**src/hw/rtl/dsdt_pkg.sv**
```systemverilog
// package: types, constants and tables for the dark scene denoise trigger
`timescale 1ns / 1ps
package dsdt_pkg;

	typedef enum logic [2:0] {
		MODE_BRIGHT = 3'd0,
		MODE_ARMING = 3'd1,
		MODE_RAMP   = 3'd2,
		MODE_ACTIVE = 3'd3,
		MODE_EXITP  = 3'd4,
		MODE_ERROR  = 3'd5
	} mode_t;

	localparam int ARM_FRAMES_DEF  = 3;
	localparam int EXIT_FRAMES_DEF = 10;

	localparam int ADDR_W = 5;
	localparam int DATA_W = 32;

	localparam logic [2:0] REG_ENTER_SCORE_MIN = 3'd0;
	localparam logic [2:0] REG_EXIT_SCORE_MAX  = 3'd1;
	localparam logic [2:0] REG_ENTER_ISO_MIN   = 3'd2;
	localparam logic [2:0] REG_EXIT_ISO_MAX    = 3'd3;
	localparam logic [2:0] REG_ENTER_EV_MAX    = 3'd4;
	localparam logic [2:0] REG_EXIT_EV_MIN     = 3'd5;
	localparam logic [2:0] REG_ENTER_NOISE_MIN = 3'd6;
	localparam logic [2:0] REG_EXIT_NOISE_MAX  = 3'd7;

	localparam logic [7:0]  ENTER_SCORE_MIN_RST = 8'd179;
	localparam logic [7:0]  EXIT_SCORE_MAX_RST  = 8'd115;
	localparam logic [15:0] ENTER_ISO_MIN_RST   = 16'd1600;
	localparam logic [15:0] EXIT_ISO_MAX_RST    = 16'd1200;
	localparam logic [7:0]  ENTER_EV_MAX_RST    = 8'hE8;
	localparam logic [7:0]  EXIT_EV_MIN_RST     = 8'hF0;
	localparam logic [11:0] ENTER_NOISE_MIN_RST = 12'd82;
	localparam logic [11:0] EXIT_NOISE_MAX_RST  = 12'd61;

	localparam logic [2:0] RAMP_LEN      = 3'd5;
	localparam logic [8:0] STRENGTH_FULL = 9'd256;

	// strength ramp 0.2 .. 1.0 in q1.8
	function automatic logic [8:0] ramp_strength(input logic [2:0] idx);
		logic [8:0] s;
		case (idx)
			3'd0:    s = 9'd51;
			3'd1:    s = 9'd102;
			3'd2:    s = 9'd154;
			3'd3:    s = 9'd205;
			3'd4:    s = 9'd256;
			default: s = 9'd0;
		endcase
		return s;
	endfunction

endpackage

```
**src/hw/rtl/dark_scene_denoise_trigger_unit.sv**
```systemverilog
// top level: dark scene denoise trigger with apb register file
`timescale 1ns / 1ps
// Takes one frame of metadata per transaction and returns one decision per
// transaction (bypass, strength in q1.8, mode). An accepted frame lands in an
// input register; the decision and the state update are made from it and written
// to an output register, so one frame is taken every clock while the
// output side is ready. Invalid metadata, a camera transition or thermal bypass
// sends the block to a sticky error mode that only reset clears. Thresholds sit
// on the APB port at byte offsets 0x00..0x1c and must be changed only while no
// frame is in flight.
module dark_scene_denoise_trigger_unit #(
	parameter int ARM_FRAMES  = dsdt_pkg::ARM_FRAMES_DEF,
	parameter int EXIT_FRAMES = dsdt_pkg::EXIT_FRAMES_DEF
) (
	input  logic                        clk,
	input  logic                        arst_n,
	input  logic                        psel,
	input  logic                        penable,
	input  logic                        pwrite,
	input  logic [dsdt_pkg::ADDR_W-1:0] paddr,
	input  logic [dsdt_pkg::DATA_W-1:0] pwdata,
	output logic [dsdt_pkg::DATA_W-1:0] prdata,
	output logic                        pready,
	input  logic                        in_valid,
	output logic                        in_ready,
	input  logic                        meta_valid,
	input  logic                        cam_switch,
	input  logic                        thermal_off,
	input  logic                        score_present,
	input  logic [7:0]                  dark_level,
	input  logic [15:0]                 iso_gain,
	input  logic signed [7:0]           exposure_ev,
	input  logic [11:0]                 noise_est,
	output logic                        out_valid,
	input  logic                        out_ready,
	output logic                        bypass,
	output logic [8:0]                  strength,
	output logic [2:0]                  mode
);
	import dsdt_pkg::*;

	localparam logic [1:0] ARM_LIM  = 2'(ARM_FRAMES);
	localparam logic [3:0] EXIT_LIM = 4'(EXIT_FRAMES);

	// configuration registers
	logic [7:0]        enter_score_min_q, exit_score_max_q;
	logic [15:0]       enter_iso_min_q, exit_iso_max_q;
	logic signed [7:0] enter_ev_max_q, exit_ev_min_q;
	logic [11:0]       enter_noise_min_q, exit_noise_max_q;

	logic       cfg_wr;
	logic [2:0] cfg_idx;

	assign pready  = 1'b1;
	assign cfg_wr  = psel & penable & pwrite & pready;
	assign cfg_idx = paddr[4:2];

	always_ff @(posedge clk or negedge arst_n) begin
		if (!arst_n) begin
			enter_score_min_q <= ENTER_SCORE_MIN_RST;
			exit_score_max_q  <= EXIT_SCORE_MAX_RST;
			enter_iso_min_q   <= ENTER_ISO_MIN_RST;
			exit_iso_max_q    <= EXIT_ISO_MAX_RST;
			enter_ev_max_q    <= ENTER_EV_MAX_RST;
			exit_ev_min_q     <= EXIT_EV_MIN_RST;
			enter_noise_min_q <= ENTER_NOISE_MIN_RST;
			exit_noise_max_q  <= EXIT_NOISE_MAX_RST;
		end else if (cfg_wr) begin
			unique case (cfg_idx)
				REG_ENTER_SCORE_MIN: enter_score_min_q <= pwdata[7:0];
				REG_EXIT_SCORE_MAX:  exit_score_max_q  <= pwdata[7:0];
				REG_ENTER_ISO_MIN:   enter_iso_min_q   <= pwdata[15:0];
				REG_EXIT_ISO_MAX:    exit_iso_max_q    <= pwdata[15:0];
				REG_ENTER_EV_MAX:    enter_ev_max_q    <= pwdata[7:0];
				REG_EXIT_EV_MIN:     exit_ev_min_q     <= pwdata[7:0];
				REG_ENTER_NOISE_MIN: enter_noise_min_q <= pwdata[11:0];
				REG_EXIT_NOISE_MAX:  exit_noise_max_q  <= pwdata[11:0];
				default: ;
			endcase
		end
	end

	always_comb begin
		unique case (cfg_idx)
			REG_ENTER_SCORE_MIN: prdata = {24'd0, enter_score_min_q};
			REG_EXIT_SCORE_MAX:  prdata = {24'd0, exit_score_max_q};
			REG_ENTER_ISO_MIN:   prdata = {16'd0, enter_iso_min_q};
			REG_EXIT_ISO_MAX:    prdata = {16'd0, exit_iso_max_q};
			REG_ENTER_EV_MAX:    prdata = {24'd0, enter_ev_max_q};
			REG_EXIT_EV_MIN:     prdata = {24'd0, exit_ev_min_q};
			REG_ENTER_NOISE_MIN: prdata = {20'd0, enter_noise_min_q};
			REG_EXIT_NOISE_MAX:  prdata = {20'd0, exit_noise_max_q};
			default:             prdata = '0;
		endcase
	end

	// input register
	logic              valid_s1;
	logic              meta_valid_s1, cam_switch_s1, thermal_off_s1, score_present_s1;
	logic [7:0]        dark_level_s1;
	logic [15:0]       iso_gain_s1;
	logic signed [7:0] exposure_ev_s1;
	logic [11:0]       noise_est_s1;

	logic out_valid_q;
	logic advance;

	assign advance  = valid_s1 & (~out_valid_q | out_ready);
	assign in_ready = ~valid_s1 | advance;

	always_ff @(posedge clk or negedge arst_n) begin
		if (!arst_n) begin
			valid_s1 <= 1'b0;
		end else if (in_ready) begin
			valid_s1 <= in_valid;
		end
	end

	always_ff @(posedge clk) begin
		if (in_valid && in_ready) begin
			meta_valid_s1    <= meta_valid;
			cam_switch_s1    <= cam_switch;
			thermal_off_s1   <= thermal_off;
			score_present_s1 <= score_present;
			dark_level_s1    <= dark_level;
			iso_gain_s1      <= iso_gain;
			exposure_ev_s1   <= exposure_ev;
			noise_est_s1     <= noise_est;
		end
	end

	// decision state
	mode_t      mode_q, mode_d;
	logic [1:0] arm_q, arm_d, arm_inc;
	logic [3:0] exit_q, exit_d, exit_inc;
	logic [2:0] ramp_q, ramp_d, ramp_inc, exit_k;
	logic       byp_d;
	logic [8:0] str_d;
	logic       err_s1, dark, bright;

	assign err_s1 = ~meta_valid_s1 | cam_switch_s1 | thermal_off_s1;

	assign dark = (score_present_s1 && dark_level_s1 >= enter_score_min_q) ||
		(iso_gain_s1 >= enter_iso_min_q && exposure_ev_s1 <= enter_ev_max_q) ||
		(noise_est_s1 >= enter_noise_min_q);

	assign bright = (!score_present_s1 || dark_level_s1 <= exit_score_max_q) &&
		(iso_gain_s1 <= exit_iso_max_q) && (exposure_ev_s1 >= exit_ev_min_q) &&
		(noise_est_s1 <= exit_noise_max_q);

	assign arm_inc  = (arm_q == 2'd3) ? arm_q : arm_q + 2'd1;
	assign exit_inc = (exit_q == 4'd15) ? exit_q : exit_q + 4'd1;
	assign ramp_inc = (ramp_q >= RAMP_LEN) ? ramp_q : ramp_q + 3'd1;
	// ramp-down index, held at the lowest entry from the fifth bright frame on
	assign exit_k   = (exit_inc > 4'd5) ? 3'd4 : 3'(exit_inc - 4'd1);

	always_comb begin
		mode_d = mode_q;
		arm_d  = arm_q;
		exit_d = exit_q;
		ramp_d = ramp_q;
		byp_d  = 1'b1;
		str_d  = 9'd0;
		if (err_s1) begin
			mode_d = MODE_ERROR;
			arm_d  = 2'd0;
			exit_d = 4'd0;
			ramp_d = 3'd0;
		end else begin
			unique case (mode_q)
				MODE_BRIGHT, MODE_ARMING: begin
					if (!dark) begin
						mode_d = MODE_BRIGHT;
						arm_d  = 2'd0;
					end else begin
						mode_d = MODE_ARMING;
						arm_d  = arm_inc;
						if (arm_inc >= ARM_LIM) begin
							mode_d = MODE_RAMP;
							ramp_d = 3'd0;
							byp_d  = 1'b0;
							str_d  = ramp_strength(3'd0);
						end
					end
				end
				MODE_RAMP: begin
					ramp_d = ramp_inc;
					byp_d  = 1'b0;
					if (ramp_inc >= RAMP_LEN) begin
						mode_d = MODE_ACTIVE;
						str_d  = STRENGTH_FULL;
					end else begin
						str_d = ramp_strength(ramp_inc);
					end
				end
				MODE_ACTIVE, MODE_EXITP: begin
					if (!bright) begin
						mode_d = MODE_ACTIVE;
						exit_d = 4'd0;
						byp_d  = 1'b0;
						str_d  = STRENGTH_FULL;
					end else begin
						mode_d = MODE_EXITP;
						exit_d = exit_inc;
						if (exit_inc >= EXIT_LIM) begin
							mode_d = MODE_BRIGHT;
							arm_d  = 2'd0;
							exit_d = 4'd0;
							ramp_d = 3'd0;
						end else begin
							byp_d = 1'b0;
							str_d = ramp_strength(3'd4 - exit_k);
						end
					end
				end
				MODE_ERROR: ;
				default: ;
			endcase
		end
	end

	always_ff @(posedge clk or negedge arst_n) begin
		if (!arst_n) begin
			mode_q <= MODE_BRIGHT;
			arm_q  <= 2'd0;
			exit_q <= 4'd0;
			ramp_q <= 3'd0;
		end else if (advance) begin
			mode_q <= mode_d;
			arm_q  <= arm_d;
			exit_q <= exit_d;
			ramp_q <= ramp_d;
		end
	end

	// output register
	logic       bypass_q;
	logic [8:0] strength_q;
	mode_t      mode_out_q;

	always_ff @(posedge clk or negedge arst_n) begin
		if (!arst_n) begin
			out_valid_q <= 1'b0;
		end else if (advance) begin
			out_valid_q <= 1'b1;
		end else if (out_ready) begin
			out_valid_q <= 1'b0;
		end
	end

	always_ff @(posedge clk) begin
		if (advance) begin
			bypass_q   <= byp_d;
			strength_q <= str_d;
			mode_out_q <= mode_d;
		end
	end

	assign out_valid = out_valid_q;
	assign bypass    = bypass_q;
	assign strength  = strength_q;
	assign mode      = mode_out_q;

	a_err_sticky: assert property (@(posedge clk) disable iff (!arst_n)
		mode_q == MODE_ERROR |=> mode_q == MODE_ERROR)
		else $error("error mode left without reset");

	a_err_entry: assert property (@(posedge clk) disable iff (!arst_n)
		advance && err_s1 |=> mode_q == MODE_ERROR && arm_q == 2'd0 &&
		exit_q == 4'd0 && ramp_q == 3'd0)
		else $error("bad metadata did not force error mode");

	a_bypass_zero: assert property (@(posedge clk) disable iff (!arst_n)
		out_valid_q && bypass_q |-> strength_q == 9'd0)
		else $error("nonzero strength while bypassed");

	a_active_strength: assert property (@(posedge clk) disable iff (!arst_n)
		out_valid_q && !bypass_q |-> strength_q != 9'd0 &&
		mode_out_q != MODE_ERROR && mode_out_q != MODE_BRIGHT)
		else $error("denoise enabled with no strength or in bypass mode");

endmodule

```
**config.mk**
```make
export PLATFORM = sky130hd
export DESIGN_NAME = dark_scene_denoise_trigger_unit
export DESIGN_NICKNAME = d
export VERILOG_FILES = /design/src/hw/rtl/dsdt_pkg.sv /design/src/hw/rtl/dark_scene_denoise_trigger_unit.sv
export SDC_FILE = /design/constraint.sdc
export NUM_CORES = 1
export LEC_CHECK = 0
export BUFFER_PORTS_ARGS = -buffer_cell sky130_fd_sc_hd__buf_2
export CAP_MARGIN = 0
export CORE_ASPECT_RATIO = 1.1
export CORE_MARGIN = 2
export CORE_UTILIZATION = 55
export CTS_CLUSTER_DIAMETER = 100
export DETAILED_ROUTE_END_ITERATION = 16
export GPL_TIMING_DRIVEN = 0
export PLACE_DENSITY_LB_ADDON = 0.12
export SLEW_MARGIN = 20
export SYNTH_ARGS = -nofsm -noshare
export SYNTH_HDL_FRONTEND = slang
export SYNTH_SLANG_ARGS = --single-unit
```
**constraint.sdc**
```tcl
create_clock -name clk -period 6.2 [get_ports clk]
set_input_delay 0 -clock clk [delete_from_list [all_inputs] [get_ports clk]]
set_output_delay 0 -clock clk [all_outputs]
set_load 0.05 [all_outputs]
```
After elaboration in Yosys (flattened, before gate mapping). Index checks and enable logic that the tools add are counted.

$add $sub $neg: 5. Magnitude comparators: 13. Eq/ne operators: 25. Muxes and demuxes: 42. Bitwise gates (word level): 10. Reductions and logical operators: 31.

Operator list (count): 32-bit case mux with 8 select lines (1); 9-bit case mux with 5 select lines (2); 3-bit two-way mux (11); 9-bit two-way mux (3); 9-bit case mux with 3 select lines (1); 3-bit by 2-bit == test with 1-bit output, second input constant (8); 3-bit == test, second input constant (7); 4-bit two-way mux (5); 3-bit case mux with 3 select lines (2); 2-bit AND reduction (9); 16-bit >= comparator (1); 8-bit >= comparator (2); 16-bit less-or-equal comparator (1); 8-bit less-or-equal comparator (2); 2-bit two-way mux (7); 3-bit by 1-bit == test with 1-bit output, second input constant (4); 12-bit >= comparator (1); 12-bit less-or-equal comparator (1); 3-bit logical NOT (4); 6-bit two-way mux (2); 3-bit inequality test, second input constant (4); 3-bit >= comparator, second input constant (2); 1-bit logical AND (6); 1-bit two-way mux (6); 23 further kinds (34).

Flip-flop bits (word level): 163. Input port bits: 92. Output and inout port bits: 48. Word-level logic and storage cells: 151.

Longest topological paths before layout. Gate-level depths: netlist (run 1).

Depth after elaboration: 10. Mapped depth: 11. Mapped depth without buffers: 11.

Worst setup path after synthesis (run 1). Ideal clock, no wire load.

Path type: register to register. Start point: register out_valid_q, in the netlist out_valid. End point: register cam_switch_s1 (enable). Library setup time: 410 ps. Data arrival time: 2324 ps. Required time: 5790 ps. Setup slack: 3466 ps. Cell stages (with the launch flop): 3. Buffers on the path: 0. Clock period less this slack: 2734 ps. Path through: dfrtp_1 nand3b_1 and2_1.

Longest elaborated chain between the ends: 5.

Ends and longest elaborated chain: start, declared (line dark_scene_denoise_trigger_unit.sv:105) `logic out_valid_q;`; start signal, assigned (line dark_scene_denoise_trigger_unit.sv:243) `out_valid_q <= 1'b0;`; start signal, assigned (line dark_scene_denoise_trigger_unit.sv:245) `out_valid_q <= 1'b1;`; start signal, assigned (line dark_scene_denoise_trigger_unit.sv:247) `out_valid_q <= 1'b0;`; 1-bit inverter (line dark_scene_denoise_trigger_unit.sv:108) `assign advance = valid_s1 & (~out_valid_q | out_ready);`; 1-bit bitwise OR (line dark_scene_denoise_trigger_unit.sv:108); 1-bit bitwise AND (line dark_scene_denoise_trigger_unit.sv:108); 1-bit bitwise OR (line dark_scene_denoise_trigger_unit.sv:109) `assign in_ready = ~valid_s1 | advance;`; net in_ready (line dark_scene_denoise_trigger_unit.sv:25) `output logic in_ready,`; 1-bit logical AND (line dark_scene_denoise_trigger_unit.sv:120) `if (in_valid && in_ready) begin`; end signal, assigned (line dark_scene_denoise_trigger_unit.sv:122) `cam_switch_s1 <= cam_switch;`; end, declared (line dark_scene_denoise_trigger_unit.sv:99) `logic meta_valid_s1, cam_switch_s1, thermal_off_s1, score_present_s1;`.

The timed path passes the listed nets, and every way through them passes these cells. A chain may end at the register's enable or synchronous reset.

Worst setup path in the final report (run 1).
Start point: register exit_score_max_q[1]. End point: register strength_q[1], in the netlist strength[1], data pin.

Longest elaborated chain between the ends: 7.

Ends and longest elaborated chain: start, declared (line dark_scene_denoise_trigger_unit.sv:46) `logic [7:0] enter_score_min_q, exit_score_max_q;`; start signal, assigned (line dark_scene_denoise_trigger_unit.sv:71) `REG_EXIT_SCORE_MAX: exit_score_max_q <= pwdata[7:0];`; 8-bit less-or-equal comparator (line dark_scene_denoise_trigger_unit.sv:147) `assign bright = (!score_present_s1 || dark_level_s1 <= exit_score_max_q) &&`; 1-bit logical OR (line dark_scene_denoise_trigger_unit.sv:147); 1-bit logical AND (line dark_scene_denoise_trigger_unit.sv:147); 1-bit logical AND (2 in series) (line dark_scene_denoise_trigger_unit.sv:148) `(iso_gain_s1 <= exit_iso_max_q) && (exposure_ev_s1 >= exit_ev_min_q) &&`; 9-bit two-way mux (line dark_scene_denoise_trigger_unit.sv:197) `if (!bright) begin`; 9-bit case mux with 3 select lines (line dark_scene_denoise_trigger_unit.sv:170) `unique case (mode_q)`; end signal, assigned (line dark_scene_denoise_trigger_unit.sv:254) `strength_q <= str_d;`; end, declared (line dark_scene_denoise_trigger_unit.sv:238) `logic [8:0] strength_q;`.

No other way between the ends.

==> impl_metrics.json, run 1 <==
{
  "status": "finished clean",
  "synth_cell_types": 66,
  "globalRoute.totalOverflow": 0,
  "post_drt_wl_per_cell_um": 17.55,
  "required_ps": 6460,
  "placementRows": 49,
  "first_iter_violations": 673,
  "die_w_um": 127.0,
  "p_total_mw": 3.341,
  "most-common-layout-cells": "nand2_1 (132), o21ai_0 (111), inv_1 (98), buf_2 (96), ha_1 (93)",
  "hold_slack_ps": 13.03,
  "grt_use_total": 0.2673,
  "synthArstFlopShare": 0.6335,
  "setup_viol": 0,
  "insertion_delay_ps": 430,
  "setup-tns-final_ps": 0,
  "final_cells": 1322,
  "synth-edff-count": 59,
  "min_period_ps": 3136,
  "ys_warn_count": 0,
  "vias_per_cell": 5.665,
  "cts.htree.levels": 4,
  "start_util": 0.5616,
  "cts-resized-gates": 0,
  "cts.reportedPaths.clkPinSlew_ps": 60,
  "cp-end-kind": "flop",
  "avgSynthCellArea_um2": 10.06,
  "portBuffers": 97,
  "syn2layout_area_growth_pct": 22.27,
  "fin_area_um2": 11200,
  "dp_slack_ps": 3084,
  "drv_cap": 0,
  "antenna_left": 0,
  "drc_errors": 0,
  "hold_class": "primary input to flop",
  "rsz0062_at_grt": "false",
  "diodes": 0,
  "cts_tree": "built",
  "finalCritPeriodShare": 0.5057,
  "synth.yosys.seq_area_share": 0.4766,
  "leakage_nw": 4.984,
  "fmax_mhz": 318.9,
  "die_h_um": 139.3,
  "syn-cell-area_um2": 9159,
  "root_buffer": "clkbuf_16",
  "cts_buffer_depth": 2,
  "dpl.hpwl_mm": 16.77,
  "place_congestion": 0.9198,
  "synthTopCellsByArea": "edfxtp_1 (19%), dfrtp_1 (19%), ha_1 (13%), dfstp_2 (9.5%), o21ai_0 (6.1%)",
  "first_global_vias": 7282,
  "path_max_fanout": 8,
  "slew_viol_final": 0,
  "synthFlopType": "dfrtp_1",
  "fin_ws_ps": 3064,
  "dr.pass1.iters": 6,
  "fin_util": 0.6867,
  "finalHoldViolations": 0,
  "cts_sinks": 161,
  "tightestPinTransition_ps": 916.7,
  "placed_area_um2": 9992,
  "numCtsBuffers": 17,
  "ir_drop_mv": 0.2208,
  "synth_cells": 910,
  "dp_cells": 1227,
  "critical_path_class": "flop to flop",
  "coreArea_um2": 16310,
  "drive_gt1_frac": 0.1923,
  "synth-seq-cells": 161,
  "yosys.area.top_type": "edfxtp_1",
  "grt_pass1_wl_mm": 36.67,
  "grt_max_degree": 70,
  "layout_commonest_cell": "nand2_1",
  "io_pins": 140,
  "synth_top_area_share": 0.1934,
  "dieArea_um2": 17700,
  "skew_ps": 11.27,
  "crit_arrival_ps": 3400,
  "power_per_cell_area_nw_per_um2": 298.4,
  "vias": 7489,
  "grt_antenna_before_repair": 0,
  "cp-start-kind": "flop",
  "relSlewSlack": 0.3876,
  "routed_wl_mm": 23.20,
  "nNetsFinal": 1290
}
[kinds of logic (layout without fill, tap and decap cells)]
| family | after synthesis | count (layout) | synth area share |
|---|---|---|---|
| flops | 161 | 161 | 0.4766 |
| xor+xnor | 3 | 3 | 0.002869 |
| compound gates | 227 | 227 | 0.1503 |
| simple gates | 236 | 236 | 0.1186 |
| other cells | 2 | 17 | 0.0008200 |
| buf+inv | 154 | 347 | 0.07090 |
| mux | 34 | 34 | 0.05287 |
| fa+ha+maj | 93 | 93 | 0.1270 |
[flip-flops by register name (all words and copies together) (netlist names), 2 cells and up]
| register | cells |
|---|---|
| exit_score_max_q | 8 |
| enter_ev_max_q | 8 |
| arm_q | 2 |
| enter_iso_min_q | 16 |
| mode | 3 |
| noise_est_s1 | 12 |
| exposure_ev_s1 | 8 |
| enter_noise_min_q | 12 |
| exit_iso_max_q | 16 |
| iso_gain_s1 | 16 |
| strength | 7 |
| exit_ev_min_q | 8 |
| exit_noise_max_q | 12 |
| enter_score_min_q | 8 |
| mode_q | 3 |
| exit_q | 4 |
| dark_level_s1 | 8 |
| ramp_q | 3 |
[cells in the mapped netlist, types with 3 or more instances]
master and n:
nand2_1 132, o21ai_0 111, inv_1 98, ha_1 93
dfrtp_1 69, edfxtp_1 59, a21oi_1 48, dfstp_2 33
clkbuf_1 31, nor2_1 29, buf_4 19, nand4_1 18
mux2_2 15, mux4_2 10, nand2b_1 10, nand3_1 10
o21ai_1 10, mux2i_1 9, nor2b_1 7, nor3_1 7
a31oi_1 6, and2_1 6, o22ai_1 5, a221oi_1 4
buf_1 4, o211ai_1 4, o21a_1 4, a21boi_0 3
a21o_1 3, xnor2_1 3
[what timing repair did]
item / CTS / global route
hold endpoints to repair: 162 / 0
hold buffers: 63 / 0
buffers inserted: 0 / 0
[path summary, 6_finish.rpt]
path	endpoint	cells past startpoint	slack (ps)	from
setup reg to reg	strength[1]	11	3060	exit_score_max_q[1]
max in group asynchronous	enter_score_min_q[5]	3	5490	arst_n
min in group asynchronous	exit_iso_max_q[13]	2	20	arst_n
hold reg to reg	enter_score_min_q[3]	1	510	enter_score_min_q[3]
hold / removal	enter_ev_max_q[5]	3	10	pwdata[5]
setup / recovery	strength[1]	11	3060	exit_score_max_q[1]
[power breakdown]
group          total [mW]  switching (mW)  internal, mW
Sequential           1.40          0.0930          1.31
Clock                1.03           0.427         0.603
Combinational       0.911           0.558         0.353
Total                3.34            1.08          2.26
[area by class of cell]
type | count | area, um^2
buffer | 54 | 274.0
clock buffer | 22 | 495.5
clock inverter | 10 | 80.08
fill | 1262 | 5110
inverter | 100 | 375.4
multi-input combinational | 610 | 4203
sequential | 161 | 4365
tap | 204 | 255.2
timing repair buffer | 161 | 1150
[worst max-delay path: stages (launching register included)]
cell      delay [ps]
dfstp_2          510
inv_1             80
ha_1             310
nor2b_1          130
o211ai_1         160
a21oi_1           90
o221a_1          270
a221oi_2         440
and2_4           280
nor3b_4          340
o21ai_1          130
a31oi_1          200
[per-layer routing]
layer	track usage	share of wire
met3	0.04229	0.051
met5	0	0
met4	0.1047	0.030
met1	0.3505	0.43
met2	0.4471	0.49
Power figures use the tool's default switching activity.
==> run 2, diff against run 1 <==
==> constraint.sdc (replaced) <==
create_clock -name clk -period 2.9 [get_ports clk]
set_input_delay 0 -clock clk [delete_from_list [all_inputs] [get_ports clk]]
set_output_delay 0 -clock clk [all_outputs]
set_load 0.05 [all_outputs]
==> run 2 against run 1 <==
  * The run now ends with setup timing left
  * Wire length increased by 1.3%
  * Sequential cell count unchanged
  * Clock-buffer cell count unchanged
  * Utilization increased by 1.4 points
  * Worst hold slack got worse by 0.90 ps
  * Die area unchanged
  * Cell count increased by 0.98%
  * Design area increased by 2.0%
  * Maximum frequency increased by 7.3%
  * Clock skew decreased by 1.8 ps
  * Combinational power increased by 130%
  * Largest cell class unchanged
  * Largest power group unchanged
==> impl_metrics.json, run 2 (same netlist as run 1, synthesis figures left out) <==
{
  "status": "finished, violations left",
  "violations": "setup timing",
  "diodes": 0,
  "start_util": 0.5616,
  "ir_drop_mv": 0.4674,
  "grt_max_degree": 70,
  "finalHoldViolations": 0,
  "power_per_cell_area_nw_per_um2": 639.4,
  "required_ps": 3210,
  "drc_errors": 0,
  "slowest_delay_ps": 520,
  "cts_tree": "built",
  "die_w_um": 127.0,
  "rr_endpoint": "mode_q[2]",
  "dr.pass1.iters": 5,
  "routed_wl_mm": 23.50,
  "layout_commonest_cell": "nand2_1",
  "r2r-start": "exit_iso_max_q[4]",
  "cp_slowest_cell": "dfstp_2",
  "setup.reg_to_reg.worst_slack_ps": -20,
  "grt_pass1_wl_mm": 36.94,
  "rsz0062_at_grt": "true",
  "skew_ps": 9.519,
  "cts.reportedPaths.clkPinSlew_ps": 60,
  "grt_antenna_before_repair": 0,
  "reg2reg_depth": 11,
  "switching_share": 0.3238,
  "path_delay_family": "simple AND/OR/NAND/NOR gates",
  "hold_class": "primary input to flop",
  "min_to": "enter_ev_max_q[5]",
  "nNetsFinal": 1303,
  "antenna_left": 0,
  "most-common-layout-cells": "nand2_1 (130), o21ai_0 (110), buf_2 (96), inv_1 (95), ha_1 (90)",
  "fmax_mhz": 342.3,
  "cts_buffer_depth": 2,
  "cts.htree.levels": 4,
  "relSlewSlack": 0.3890,
  "post_drt_wl_per_cell_um": 17.60,
  "min_period_ps": 2922,
  "first_iter_violations": 649,
  "combinationalPowerShare": 0.289,
  "setup_viol": 1,
  "vias": 7574,
  "leakage_nw": 5.078,
  "hold_slack_ps": 12.13,
  "power_frac_seq": 0.411,
  "cp-end-kind": "flop",
  "holdPathStages": 3,
  "path_cells": "inv_1, ha_1, nand4_1, a2111o_1, o211ai_1, a2bb2oi_4, and2_4, nor3b_4, buf_4, or2_1, mux2_2",
  "fin_ws_ps": -21.77,
  "insertion_delay_ps": 430,
  "numCtsBuffers": 17,
  "coreArea_um2": 16310,
  "root_buffer": "clkbuf_16",
  "cts_sinks": 161,
  "finalCritPeriodShare": 1.008,
  "dieArea_um2": 17700,
  "path_max_fanout": 7,
  "placementRows": 49,
  "reg_top3": "enter_iso_min_q: 16 flops, exit_iso_max_q: 16 flops, iso_gain_s1: 16 flops",
  "drive_gt1_frac": 0.2140,
  "dp_slack_ps": -216.3,
  "slew_viol_final": 0,
  "first_global_vias": 7373,
  "drv_cap": 0,
  "internal_power_mw": 4.939,
  "dpl.hpwl_mm": 16.77,
  "path_buf_inv": 2,
  "switchingPower_mw": 2.365,
  "syn2layout_area_growth_pct": 24.71,
  "cp-start-kind": "flop",
  "tightestPinTransition_ps": 914.5,
  "globalRoute.totalOverflow": 0,
  "portBuffers": 97,
  "die_h_um": 139.3,
  "hold_start": "pwdata[5]",
  "io_pins": 140,
  "crit_arrival_ps": 3240,
  "vias_per_cell": 5.673,
  "critical_path_class": "flop to flop",
  "p_clk_frac": 0.301,
  "place_congestion": 0.9198,
  "grt_use_total": 0.2690
}
## run 2: power by group through the flow
stage | combinational [mW] | clock, mW | sequential [mW]
3_5_place_dp | 1.85 | 0 | 3.03
3_3_place_gp | 1.79 | 0 | 3.03
6_report | 2.11 | 2.20 | 3.00
4_1_cts | 2.01 | 2.21 | 2.99
5_1_grt | 2.33 | 2.30 | 3.03
2_1_floorplan | 1.33 | 0 | 2.99
## run 2: area by class of cell
| cell class | count | area, um^2 |
|---|---|---|
| Multi-Input combinational cell | 610 | 4323 |
| Tap cell | 204 | 255.2 |
| Sequential cell | 161 | 4365 |
| Clock buffer | 22 | 495.5 |
| Inverter | 100 | 377.9 |
| Buffer | 54 | 274.0 |
| Fill cell | 1230 | 4886 |
| Clock inverter | 10 | 80.08 |
| Timing Repair Buffer | 174 | 1251 |
## run 2: repair_timing
action / CTS / global route
setup buffers: 6 / 7
hold buffers: 63 / 0
gates resized for setup: 8 / 16
endpoints found under the hold margin: 162 / 0
setup endpoints to repair: 15 / 17
pin swaps: 9 / 17
## run 2: tightest hold or removal path: cells and delay by family
kind,cells,cell delay [ps]
compound gates,1,80
buf+inv,1,240
simple gates,1,110
## run 2: metal layers
layer,global-route usage,vias up,share of wire
met5,0,-,0
met1,0.3482,3630,0.42
li1,-,3590,-
met3,0.04691,65,0.059
met4,0.1070,0,0.030
met2,0.4510,289,0.49
## run 2: worst max-delay path by stage
stage	slack (ps)	end	start	cells past startpoint
after floorplan	170	cam_switch_s1	out_valid	2
after global placement	-160	strength[4]	exit_score_max_q[1]	11
after detailed placement	-220	strength[1]	exit_score_max_q[1]	11
after CTS	10	bypass	exit_iso_max_q[10]	11
after global routing	-120	mode_q[2]	exit_iso_max_q[5]	11
final	-20	mode_q[2]	exit_iso_max_q[4]	11
## run 2: metrics by stage
step	total power, mW	instances	TNS [ps]	util	instance area [um^2]
6_report	7.304	1335	-21.77	0.7004	11420
5_1_grt	7.658	1335	-769.6	0.7004	11420
4_1_cts	7.215	1328	0	0.6928	11300
3_5_place_dp	4.880	1227	-1599	0.6127	9992
3_3_place_gp	4.817	1226	-1122	0.6105	9956
2_1_floorplan	4.320	925	0	-	9215
==> run 3, diff against run 2 <==
--- a/config.mk
+++ b/config.mk
@@ -5,6 +5,7 @@
 export SDC_FILE = /design/constraint.sdc
 export NUM_CORES = 1
 export LEC_CHECK = 0
+export ABC_AREA = 1
 export BUFFER_PORTS_ARGS = -buffer_cell sky130_fd_sc_hd__buf_2
 export CAP_MARGIN = 0
 export CORE_ASPECT_RATIO = 1.1
==> constraint.sdc (replaced) <==
create_clock -name clk -period 2.9 [get_ports clk]
set_input_delay 0 -clock clk [delete_from_list [all_inputs] [get_ports clk]]
set_output_delay 0 -clock clk [all_outputs]
set_load 0.1 [all_outputs]
==> run 3 against run 2 <==
  * The run now ends clean
  * Wire length down 1.9%
  * Clock-buffer cell count up 2
  * Synthesized cell count up 15%
  * Sequential share of layout area down 0.050 points
==> impl_metrics.json, run 3 <==
{
  "status": "finished clean",
  "synthTopCellsByArea": "edfxtp_1 (19%), dfrtp_1 (19%), ha_1 (13%), nand2_1 (9.8%), dfstp_2 (9.3%)",
  "portBuffers": 103,
  "cts-resized-gates": 0,
  "synthArstFlopShare": 0.6335,
  "globalRoute.totalOverflow": 0,
  "cp_slowest_cell": "dfstp_2",
  "yosys-top-cells-count": "nand2_1 (242), inv_1 (175), ha_1 (93), dfrtp_1 (69), edfxtp_1 (59)",
  "cp-start-kind": "flop",
  "drive_gt1_frac": 0.1766,
  "cp-end-kind": "flop",
  "multiInputGateArea_um2": 4076,
  "grt_max_degree": 81,
  "ir_drop_mv": 0.4623,
  "coreArea_um2": 16430,
  "yosysMostFrequentCell": "nand2_1",
  "r2r-start": "enter_noise_min_q[6]",
  "placed_area_um2": 10180,
  "syn-cell-area_um2": 9288,
  "relSlewSlack": 0.5762,
  "dp_cells": 1375,
  "finalCritPeriodShare": 0.8656,
  "leakage_nw": 5.507,
  "root_buffer": "clkbuf_16",
  "io_pins": 140,
  "cts_tree": "built",
  "cts.reportedPaths.clkPinSlew_ps": 60,
  "reg_top3": "enter_iso_min_q: 16 flops, exit_iso_max_q: 16 flops, iso_gain_s1: 16 flops",
  "fmax_mhz": 398.3,
  "grt_antenna_before_repair": 0,
  "final-seq-area_um2": 4365,
  "dpl.hpwl_mm": 17.14,
  "nNetsFinal": 1446,
  "post_cts_buffers": 0,
  "synth-seq-cells": 161,
  "setup-tns-final_ps": 0,
  "yosys.area.top_type": "edfxtp_1",
  "dieArea_um2": 17940,
  "place_congestion": 0.9224,
  "finalHoldViolations": 0,
  "drc_errors": 0,
  "setup_viol": 0,
  "post_drt_wl_per_cell_um": 15.60,
  "path_cells": "inv_1, ha_1, nand2_1, nor2_1, o21bai_1, nand3_1, nor2_1, nand3_1, nand2_1, nand3_1, nand2_1, inv_1",
  "synth_top_area_share": 0.1908,
  "crit_arrival_ps": 2700,
  "cts_sinks": 161,
  "required_ps": 3090,
  "routed_wl_mm": 23.06,
  "power_per_cell_area_nw_per_um2": 638.1,
  "dr.pass1.iters": 5,
  "numCtsBuffers": 17,
  "layout_commonest_cell": "nand2_1",
  "avgSynthCellArea_um2": 8.837,
  "vias": 7759,
  "syn2layout_area_growth_pct": 23.14,
  "start_util": 0.5653,
  "drv_cap": 0,
  "hold_slack_ps": 83.55,
  "tightestPinTransition_ps": 635.0,
  "fin_area_um2": 11440,
  "min_period_ps": 2510,
  "antenna_left": 0,
  "rsz0062_at_grt": "false",
  "insertion_delay_ps": 430,
  "slew_viol_final": 0,
  "skew_ps": 7.171,
  "grt_pass1_wl_mm": 37.42,
  "vias_per_cell": 5.250,
  "hold_class": "primary input to flop",
  "first_iter_violations": 425,
  "path_max_fanout": 5,
  "fill_cells": 1340,
  "cts.htree.levels": 4,
  "hold_start": "penable",
  "die_h_um": 140.3,
  "critical_path_class": "flop to flop",
  "grt_use_total": 0.2687,
  "synth-edff-count": 59,
  "synthFlopType": "dfrtp_1",
  "most-common-layout-cells": "nand2_1 (242), inv_1 (174), buf_2 (112), ha_1 (93), dlygate4sd3_1 (71)",
  "synth.yosys.seq_area_share": 0.4700,
  "cts_buffer_depth": 2,
  "synth_cell_types": 48,
  "final_cells": 1478,
  "ys_warn_count": 0,
  "slowest_delay_ps": 530,
  "synth_cells": 1051,
  "placementRows": 49,
  "diodes": 0,
  "startpoint": "enter_noise_min_q[6]",
  "first_global_vias": 7607,
  "die_w_um": 127.9
}
==> run 3: critical path: cells and delay by family (launching register included) <==
kind,cells,cell delay [ps]
buffers and inverters,2,120
adders and majority gates,1,300
and+or+nand+nor,8,1190
DFF,1,530
AOI/OAI and AO/OA,1,110
==> run 3: where the power goes <==
| part | switching [mW] | internal [mW] | total, mW |
|---|---|---|---|
| registers | 0.215 | 2.77 | 2.99 |
| logic | 1.49 | 0.704 | 2.20 |
| clock network | 0.878 | 1.24 | 2.11 |
==> run 3: cells by family after synthesis <==
| family | share of synthesized area |
|---|---|
| simple gates | 0.1691 |
| buf+inv | 0.09848 |
| compound gates | 0.1354 |
| flops | 0.4700 |
| fa+ha+maj | 0.1253 |
| other cells | 0.0008086 |
| xor+xnor | 0.0009432 |
==> run 3: cell type report <==
type | count | share of cell area
clock inverters | 8 | 0.005579
repair buffers | 176 | 0.1119
well taps | 204 | 0.02232
inverters | 181 | 0.05951
clock buffers | 24 | 0.04212
plain buffers | 37 | 0.02046
multi-input cells | 687 | 0.3564
flip-flops and latches | 161 | 0.3817
==> run 3: what timing repair did <==
item | in CTS | in global routing
setup endpoints to repair | 0 | 0
hold buffers | 71 | 0
hold endpoints to repair | 160 | 0
==> run 3: final timing paths <==
path	to	slack (ps)	cells after the start
setup / recovery	mode[1]	390	12
hold / removal	enter_noise_min_q[1]	80	5
setup reg to reg	mode[1]	390	12
hold reg to reg	exit_score_max_q[4]	480	2
max in group asynchronous	exit_iso_max_q[14]	1630	4
min in group asynchronous	enter_iso_min_q[14]	520	3
==> run 3: metal layers <==
layer  track usage  part of all wire  routed length (um)  up-vias
met3       0.03476             0.040                 913       38
li1              -                 -                   -     3891
met1        0.3533              0.45               10300     3606
met4        0.1116             0.030                 696        0
met5             0                 0                   0        -
met2        0.4500              0.48               11150      224
==> run 3: per-stage QoR <==
step / setup slack, ps / util / power [mW]
global route: 167.9 / 0.6961 / 7.701
finish: 389.6 / 0.6961 / 7.299
detailed placement: 409.7 / 0.6196 / 5.131
floorplan: 190.4 / - / 4.603
global placement: 415.2 / 0.6164 / 5.051
CTS: 405.9 / 0.6961 / 7.307
